==> config.mk <==
export PLATFORM = sky130hd
export DESIGN_NAME = lgcs_queue
export DESIGN_NICKNAME = d
export VERILOG_FILES = /design/src/rtl/lgcs_pkg.sv /design/src/rtl/lgcs_queue.sv
export SDC_FILE = /design/constraint.sdc
export NUM_CORES = 1
export LEC_CHECK = 0
export CAP_MARGIN = 25
export CORE_AREA = 5 5 247 249
export DETAILED_ROUTE_END_ITERATION = 10
export DIE_AREA = 0 0 252 254
export DONT_BUFFER_PORTS = 1
export HOLD_SLACK_MARGIN = 0.03
export PLACE_DENSITY_LB_ADDON = 0.15
export SLEW_MARGIN = 20
export SYNTH_ARGS = -nofsm -noshare
export SYNTH_HDL_FRONTEND = slang
export SYNTH_SLANG_ARGS = --single-unit
==> constraint.sdc <==
create_clock -name clk -period 44.1 [get_ports clk]
set_input_delay 8.82 -clock clk [delete_from_list [all_inputs] [get_ports clk]]
set_output_delay 8.82 -clock clk [all_outputs]
set_load 0.005 [all_outputs]
==> src/rtl/lgcs_pkg.sv <==
// Shared constants and types of the Laplacian/gradient corner score block.
// Used by every module under rtl; depends on nothing.
package lgcs_pkg;

  localparam int MAX_WIDTH    = 2048;
  localparam int MAX_HEIGHT   = 2048;
  localparam int MAX_CHANNELS = 4;

  localparam int COL_W   = $clog2(MAX_WIDTH);
  localparam int ROW_W   = 12;
  localparam int CHAN_W  = 16;
  localparam int PIX_W   = CHAN_W * MAX_CHANNELS;
  localparam int SCORE_W = 36;
  localparam int KAPPA_W = 16;
  localparam int NCH_W   = 3;
  localparam int LAP_W   = 20;
  localparam int DIFF_W  = 17;
  localparam int SQ_W    = 34;
  localparam int RAD_W   = SQ_W + 16;
  localparam int ROOT_W  = RAD_W / 2;
  localparam int REM_W   = ROOT_W + 2;
  localparam int PROD_W  = KAPPA_W + ROOT_W;
  localparam int TERM_W  = 38;

  localparam int CFG_IDX_W  = 3;
  localparam int CFG_DATA_W = 16;

  localparam logic [CFG_IDX_W-1:0] CFG_FRAME_WIDTH   = 3'd0;
  localparam logic [CFG_IDX_W-1:0] CFG_FRAME_HEIGHT  = 3'd1;
  localparam logic [CFG_IDX_W-1:0] CFG_CHANNEL_COUNT = 3'd2;
  localparam logic [CFG_IDX_W-1:0] CFG_KAPPA_Q8      = 3'd3;

  localparam logic [ROW_W-1:0] WIDTH_LIMIT  = ROW_W'(MAX_WIDTH);
  localparam logic [ROW_W-1:0] HEIGHT_LIMIT = ROW_W'(MAX_HEIGHT);
  localparam logic [NCH_W-1:0] CHAN_LIMIT   = NCH_W'(MAX_CHANNELS);

  // Effective (clamped) configuration.
  typedef struct packed {
    logic [ROW_W-1:0]   width;
    logic [ROW_W-1:0]   height;
    logic [NCH_W-1:0]   nchan;
    logic [KAPPA_W-1:0] kappa;
  } cfg_t;

  // One score job: center pixel and its four neighbors, zeros outside the frame.
  typedef struct packed {
    logic [PIX_W-1:0] p;
    logic [PIX_W-1:0] l;
    logic [PIX_W-1:0] r;
    logic [PIX_W-1:0] u;
    logic [PIX_W-1:0] d;
    logic             frame_end;
  } job_t;

endpackage

==> src/rtl/lgcs_queue.sv <==
// Two-entry job queue that decouples the front and back parts.
// Depends on lgcs_pkg for job_t.
module lgcs_queue (
  input  logic           clk,
  input  logic           rst_n,
  input  logic           push,
  output logic           full,
  input  lgcs_pkg::job_t wdata,
  input  logic           pop,
  output logic           empty,
  output lgcs_pkg::job_t rdata
);

  lgcs_pkg::job_t mem_r [2];
  logic       wptr_r, rptr_r;
  logic [1:0] count_r;
  logic       do_push, do_pop;

  assign full    = (count_r == 2'd2);
  assign empty   = (count_r == 2'd0);
  assign do_push = push && !full;
  assign do_pop  = pop && !empty;
  assign rdata   = mem_r[rptr_r];

  always_ff @(posedge clk) begin
    if (do_push) begin
      mem_r[wptr_r] <= wdata;
    end
  end

  always_ff @(posedge clk) begin
    if (!rst_n) begin
      wptr_r  <= 1'b0;
      rptr_r  <= 1'b0;
      count_r <= 2'd0;
    end else begin
      if (do_push) wptr_r <= !wptr_r;
      if (do_pop)  rptr_r <= !rptr_r;
      count_r <= count_r + {1'b0, do_push} - {1'b0, do_pop};
    end
  end

endmodule

==> run summary, run 1 <==
Seq/Total Area, Yosys = 78.0%
post-layout net count = 1,402
final setup violation count = 0
Switch Pwr = 459 uW
post-cts hold buffer count = 0
Slew HR = 28.1%
critical setup path kind = flip-flop to primary output
Final Instance Count excl. Fillers = 1,901
Post-Syn Instances = 1,026
Global Route Usage Sum = 17.4%
total gr overflow = 0
Buffers on Ports = 0
antenna violations before repair = 6
worst slack at placement = 32.06 ns
Post-Route Utilization = 47.0%
drt pass-1 iters = 5
Resize count post-CTS = 0
CP max stage cell = dfxtp_4
Critical Path Fanout Max = 113
row cnt = 89
largest net degree at the start of global routing = 114
drt wl/cell = 30.9 um
vias in the first global route = 10,400
min Tclk post-route = 12.38 ns
Die Area = 64,000 um2
Clock Pin Slew Worst Setup and Hold Paths = 0.06 ns
final instance area = 27,500 um2
Ports = 648
Worst Hold Path Cells = 2
unrepaired setup endpoints after global routing = false
htree depth = 3
CTS tree = yes
Flop pwr share = 47.4%
core footprint = 58,500 um2
antenna viol nets, final = 0
Yosys reg bits = 647
Setup TNS = 0 ns
post-synth net total = 1,353
Leakage = 9.42 nW
Synth Cell Area = 24,800 um2
# fillers = 4,809
CP arrival = 3.56 ns
fin crit share = 28.1%
first-pass GRT wire length = 78.8 mm
cts bufs inserted = 69
Layout area overhead = 10.7%
Synth Warn # = 0
share of cells above drive strength 1 = 38.1%
CP Capture Type = primary output
Via-to-Cell Ratio = 5.13
FF-to-FF path depth = 6
Comb pwr share = 21.9%
CTS sink count = 647
initial core utilization = 42.5%
f_max = 0.0808 GHz
Slew Limit Fails = 0
Die W = 252 um
synth unique cells = 20
cell chain of the critical path = buf_4 -> buf_12 -> mux2_4
Net Sw Frac = 26.2%
critical path data required time = 35.28 ns
Hold Violations, Final = 0
placed insts = 1,775
worst-margin pin slew = 1.08 ns
CP max stage delay = 0.94 ns
Startpoint Class = flip-flop
status = completed
area of placed instances = 25,300 um2
Root Driver = clkbuf_16
Worst-Skew Late Latency = 0.59 ns
Reg2Reg Setup Slack = 40.58 ns
drt drc = 0
Worst VDD drop = 39.1 uV
worst setup margin = 31.72 ns
PD cells = 63.8 nW/um2
drt first-iter violations = 533
synthesized area per cell = 24.2 um2
final wirelength = 58.7 mm
Die H = 254 um
Worst Clk Skew = 0.0242 ns
Post-CTS Setup Inserts = 0
CTS max path bufs = 3
MaxCap Viol Count = 0
vias = 9,759
gpl congestion = 0.844
Int Pwr = 1.29 mW
clock share of power = 30.7%
Min-Delay Path Class = flip-flop to flip-flop
HPWL after DPL = 42.4 mm
power groups by stage:
stage | Sequential [mW] | Combinational, mW | Clock, mW
2_1_floorplan | 0.873 | 0.340 | 0
3_3_place_gp | 0.846 | 0.388 | 0
3_5_place_dp | 0.845 | 0.392 | 0
4_1_cts | 0.833 | 0.394 | 0.556
5_1_grt | 0.839 | 0.406 | 0.581
6_report | 0.830 | 0.384 | 0.538
flip-flops by register name, summed over array words and instances (netlist names), named ones only:
register	flops
mem_r	642
count_r	2
rptr_r	1
wptr_r	1
cells in the final DEF (no fill, tap or decap):
cell type	count
nor3_1	1
bufinv_16	3
o21a_1	1
clkinvlp_4	2
nor2_4	1
buf_4	9
and2_1	2
inv_6	3
mux2_4	290
inv_1	3
edfxtp_1	642
clkinv_2	10
diode_2	2
nand2b_1	2
nand2_1	2
ha_1	2
buf_12	4
dfxtp_4	1
buf_16	1
nor2_1	4
and3_4	1
clkbuf_16	71
mux2_2	31
xor2_1	1
clkinv_8	2
xnor2_1	1
clkbuf_1	21
clkinv_1	10
dfxtp_1	4
mux2i_1	1
synthesized netlist by cell type, drive strengths merged:
cell / number / area [um2]
edfxtp: 642 / 19300
mux2: 321 / 4700
buf: 36 / 617
dfxtp: 5 / 100
nor2: 5 / 18.8
inv: 3 / 11.3
and2: 2 / 12.5
ha: 2 / 25.0
nand2: 2 / 7.51
nand2b: 2 / 12.5
and3: 1 / 6.26
mux2i: 1 / 10.0
nor3: 1 / 5.00
o21a: 1 / 7.51
xnor2: 1 / 8.76
xor2: 1 / 8.76
final cells by class:
cell class | count | area [um2] | share of cell area (%)
Antenna cell | 2 | 5.00 | 0.0182
Clock buffer | 92 | 1860 | 6.75
Clock inverter | 30 | 251 | 0.915
Inverter | 3 | 11.3 | 0.0410
Multi-Input combinational cell | 340 | 4840 | 17.6
Sequential cell | 647 | 19400 | 70.5
Tap cell | 773 | 967 | 3.52
Timing Repair Buffer | 14 | 175 | 0.637
routing by layer:
layer  part of all wire (%)  global-route usage [%]
met5                  0.097                   0.602
met4                    2.7                    6.05
met3                     14                    10.4
met1                     31                    17.1
met2                     52                    30.3
worst max-delay path, delay by kind of cell, from the launching register on:
family | cells | cell delay, ns
mux | 1 | 0.37
buf+inv | 2 | 1.47
flops | 1 | 0.94
worst paths after layout:
path                                 start       endpoint
worst max register to register  count_r[0]  mem_r[0][202]
worst min-delay path                rptr_r      flip-flop
worst min register to register      rptr_r      flip-flop
worst max-delay path             flip-flop     rdata[207]
cells by family after synthesis:
| group | Yosys count | synth area share, % |
|---|---|---|
| muxes | 322 | 19.0 |
| buffers and inverters | 39 | 2.53 |
| adders and majority gates | 2 | 0.101 |
| xor gates and xnor gates | 2 | 0.0706 |
| DFF | 647 | 78.0 |
| and+or+nand+nor | 13 | 0.252 |
| AOI/OAI and AO/OA | 1 | 0.0302 |
metrics by stage:
stage	hold slack, ns	power (mW)
after detailed placement	0.506	1.24
final	0.520	1.75
after global placement	0.494	1.23
after global routing	0.551	1.83
after CTS	0.524	1.78
after floorplan	0.455	1.21
Power figures use the tool's default switching activity.
==> run 2, diff against run 1 <==
CORE_AREA = 5 5 251 253   (was 5 5 247 249)
DIE_AREA = 0 0 256 258   (was 0 0 252 254)
clock period = 12.5 ns   (was 44.1 ns; I/O delays follow)
==> run 2 against run 1 <==
Sequential share of layout area down 0.15 points. Core utilization down 1.7 points. Global-route usage about the same. Worst setup slack worse by 25 ns. Critical path depth unchanged. Register-to-register slack worse by 31 ns. Power rose to 3.6 times the previous value.
==> run summary, run 2 (synthesis results as in run 1) <==
vias = 9,913 (+1.6%)
Slew Limit Fails = 0 (unchanged)
CP max stage delay = 0.73 ns (-0.21 ns)
total gr overflow = 0 (unchanged)
unrepaired setup endpoints after global routing = false
HPWL after DPL = 42.8 mm (+0.90%)
Flop pwr share = 47.1% (-0.3 points)
htree depth = 3 (unchanged)
CP arrival = 3.22 ns (-0.34 ns)
PD cells = 226 nW/um2 (+250%)
drt wl/cell = 31.3 um (+1.4%)
CP Capture Type = primary output
Post-CTS Setup Inserts = 0 (unchanged)
Design Power = 6.22 mW (+260%)
largest net degree at the start of global routing = 178 (+56%)
clock share of power = 31.1% (+0.4 points)
antenna viol nets, final = 0 (unchanged)
post-layout net count = 1,400 (-0.14%)
Via-to-Cell Ratio = 5.16 (+0.57%)
antenna violations before repair = 3 (-3)
MaxCap Viol Count = 0 (unchanged)
row cnt = 91 (+2.2%)
Worst VDD drop = 185 uV (+370%)
Net Sw Frac = 26.2% (+0.043 points)
most common cell after layout, fill and taps aside = edfxtp_1
Global Route Usage Sum = 17.4% (+0.035 points)
Int Pwr = 4.59 mW (+250%)
drt first-iter violations = 574 (+7.7%)
Worst Clk Skew = 0.0176 ns (-0.00655 ns)
vias in the first global route = 10,600 (+1.8%)
most frequent cells in the layout = edfxtp_1, mux2_4, clkbuf_16
Comb pwr share = 21.8% (about the same)
crit path buf inv count = 2 (unchanged)
final wirelength = 60.1 mm (+2.4%)
largest registers = mem_r: 642 flops, count_r: 2 flops
cell chain of the critical path = buf_4 -> buf_12 -> mux2_4
worst slack at placement = 7.39 ns (-24.67 ns)
post-cts hold buffer count = 0 (unchanged)
Die Area = 66,000 um2 (+3.2%)
f_max = 0.175 GHz
cell family with most CP delay = buffers and inverters
worst setup margin = 6.78 ns (-24.94 ns)
Slew HR = 21.7% (-6.4 points)
Die H = 258 um (+1.6%)
Min-Delay Path Class = flip-flop to flip-flop
# fillers = 5,110 (+6.3%)
first-pass GRT wire length = 82.0 mm (+4.1%)
min Tclk post-route = 5.72 ns
share of cells above drive strength 1 = 38.2% (+0.11 points)
number of flip-flops in the largest register = 642 (unchanged)
cts bufs inserted = 70 (+1.4%)
CP max stage cell = buf_4
core footprint = 60,800 um2 (+4.0%)
Startpoint Class = flip-flop
Ports = 648 (unchanged)
critical setup path kind = flip-flop to primary output
Root Driver = clkbuf_16
Hold Violations, Final = 0 (unchanged)
Die W = 256 um (+1.6%)
Buffers on Ports = 0 (unchanged)
Switch Pwr = 1.63 mW (+260%)
fin crit share = 45.7%
Clock Pin Slew Worst Setup and Hold Paths = 0.06 ns (about the same)
Setup TNS = 0 ns (unchanged)
CTS tree = yes
Worst-Skew Late Latency = 0.59 ns (about the same)
CTS sink count = 647 (unchanged)
Critical Path Fanout Max = 119 (+5.3%)
initial core utilization = 40.8% (-1.6 points)
drt drc = 0 (unchanged)
critical path data required time = 10.00 ns (-25.28 ns)
drt pass-1 iters = 4 (-1)
status = completed
gpl congestion = 0.849 (+0.60%)
final setup violation count = 0 (unchanged)
Resize count post-CTS = 0 (unchanged)
Biggest register = mem_r
Leakage = 9.44 nW (+0.14%)
CTS max path bufs = 3 (unchanged)
Layout area overhead = 10.9%
worst-margin pin slew = 1.17 ns (+0.0960 ns)
## run 2: area by class of cell
class / count / area, um2 / area share [%]
sequential: 647 / 19400 / 70.4
multi-input combinational: 340 / 4840 / 17.6
clock buffer: 89 / 1890 / 6.85
tap: 790 / 988 / 3.59
clock inverter: 38 / 287 / 1.04
timing repair buffer: 11 / 148 / 0.536
inverter: 3 / 11.3 / 0.0409
antenna: 2 / 5.00 / 0.0182
## run 2: tightest hold or removal path, delay by kind of cell (launching register included)
family | cells | cell delay, ns
flops | 1 | 0.35
simple gates | 1 | 0.07
mux | 1 | 0.06
## run 2: routing by layer
metal,GRT usage (%),part of all wire (%)
met3,9.61,12
met4,5.62,2.8
met5,0,0.057
met1,16.7,31
met2,31.7,54
## run 2: power by group through the flow
| stage | registers, mW | logic [mW] | clock network [mW] |
|---|---|---|---|
| floorplan | 3.02 | 1.20 | 0 |
| global placement | 2.99 | 1.38 | 0 |
| detailed placement | 2.98 | 1.38 | 0 |
| CTS | 2.94 | 1.39 | 2.00 |
| global route | 2.95 | 1.43 | 2.10 |
| finish | 2.93 | 1.36 | 1.94 |
## run 2: path summary, 6_finish.rpt
| path | slack (ns) | to | cells after the start | start |
|---|---|---|---|---|
| worst max-delay path | 6.78 | rdata[119] | 3 | flip-flop |
| worst min-delay path | 0.52 | wptr_r | 2 | wptr_r |
| worst min register to register | 0.52 | wptr_r | 2 | wptr_r |
| worst max register to register | 9.30 | mem_r[0][81] | 5 | count_r[0] |
## run 2: per-stage QoR
| stage | cells | instance area, um2 | hold slack (ns) | utilization, % |
|---|---|---|---|---|
| 6_report | 1920 | 27500 | 0.523 | 45.3 |
| 5_1_grt | 1918 | 27500 | 0.561 | 45.3 |
| 4_1_cts | 1917 | 27500 | 0.529 | 45.3 |
| 3_5_place_dp | 1790 | 25300 | 0.512 | 41.7 |
| 3_3_place_gp | 1790 | 25300 | 0.497 | 41.7 |
| 2_1_floorplan | 1026 | 24800 | 0.466 | - |
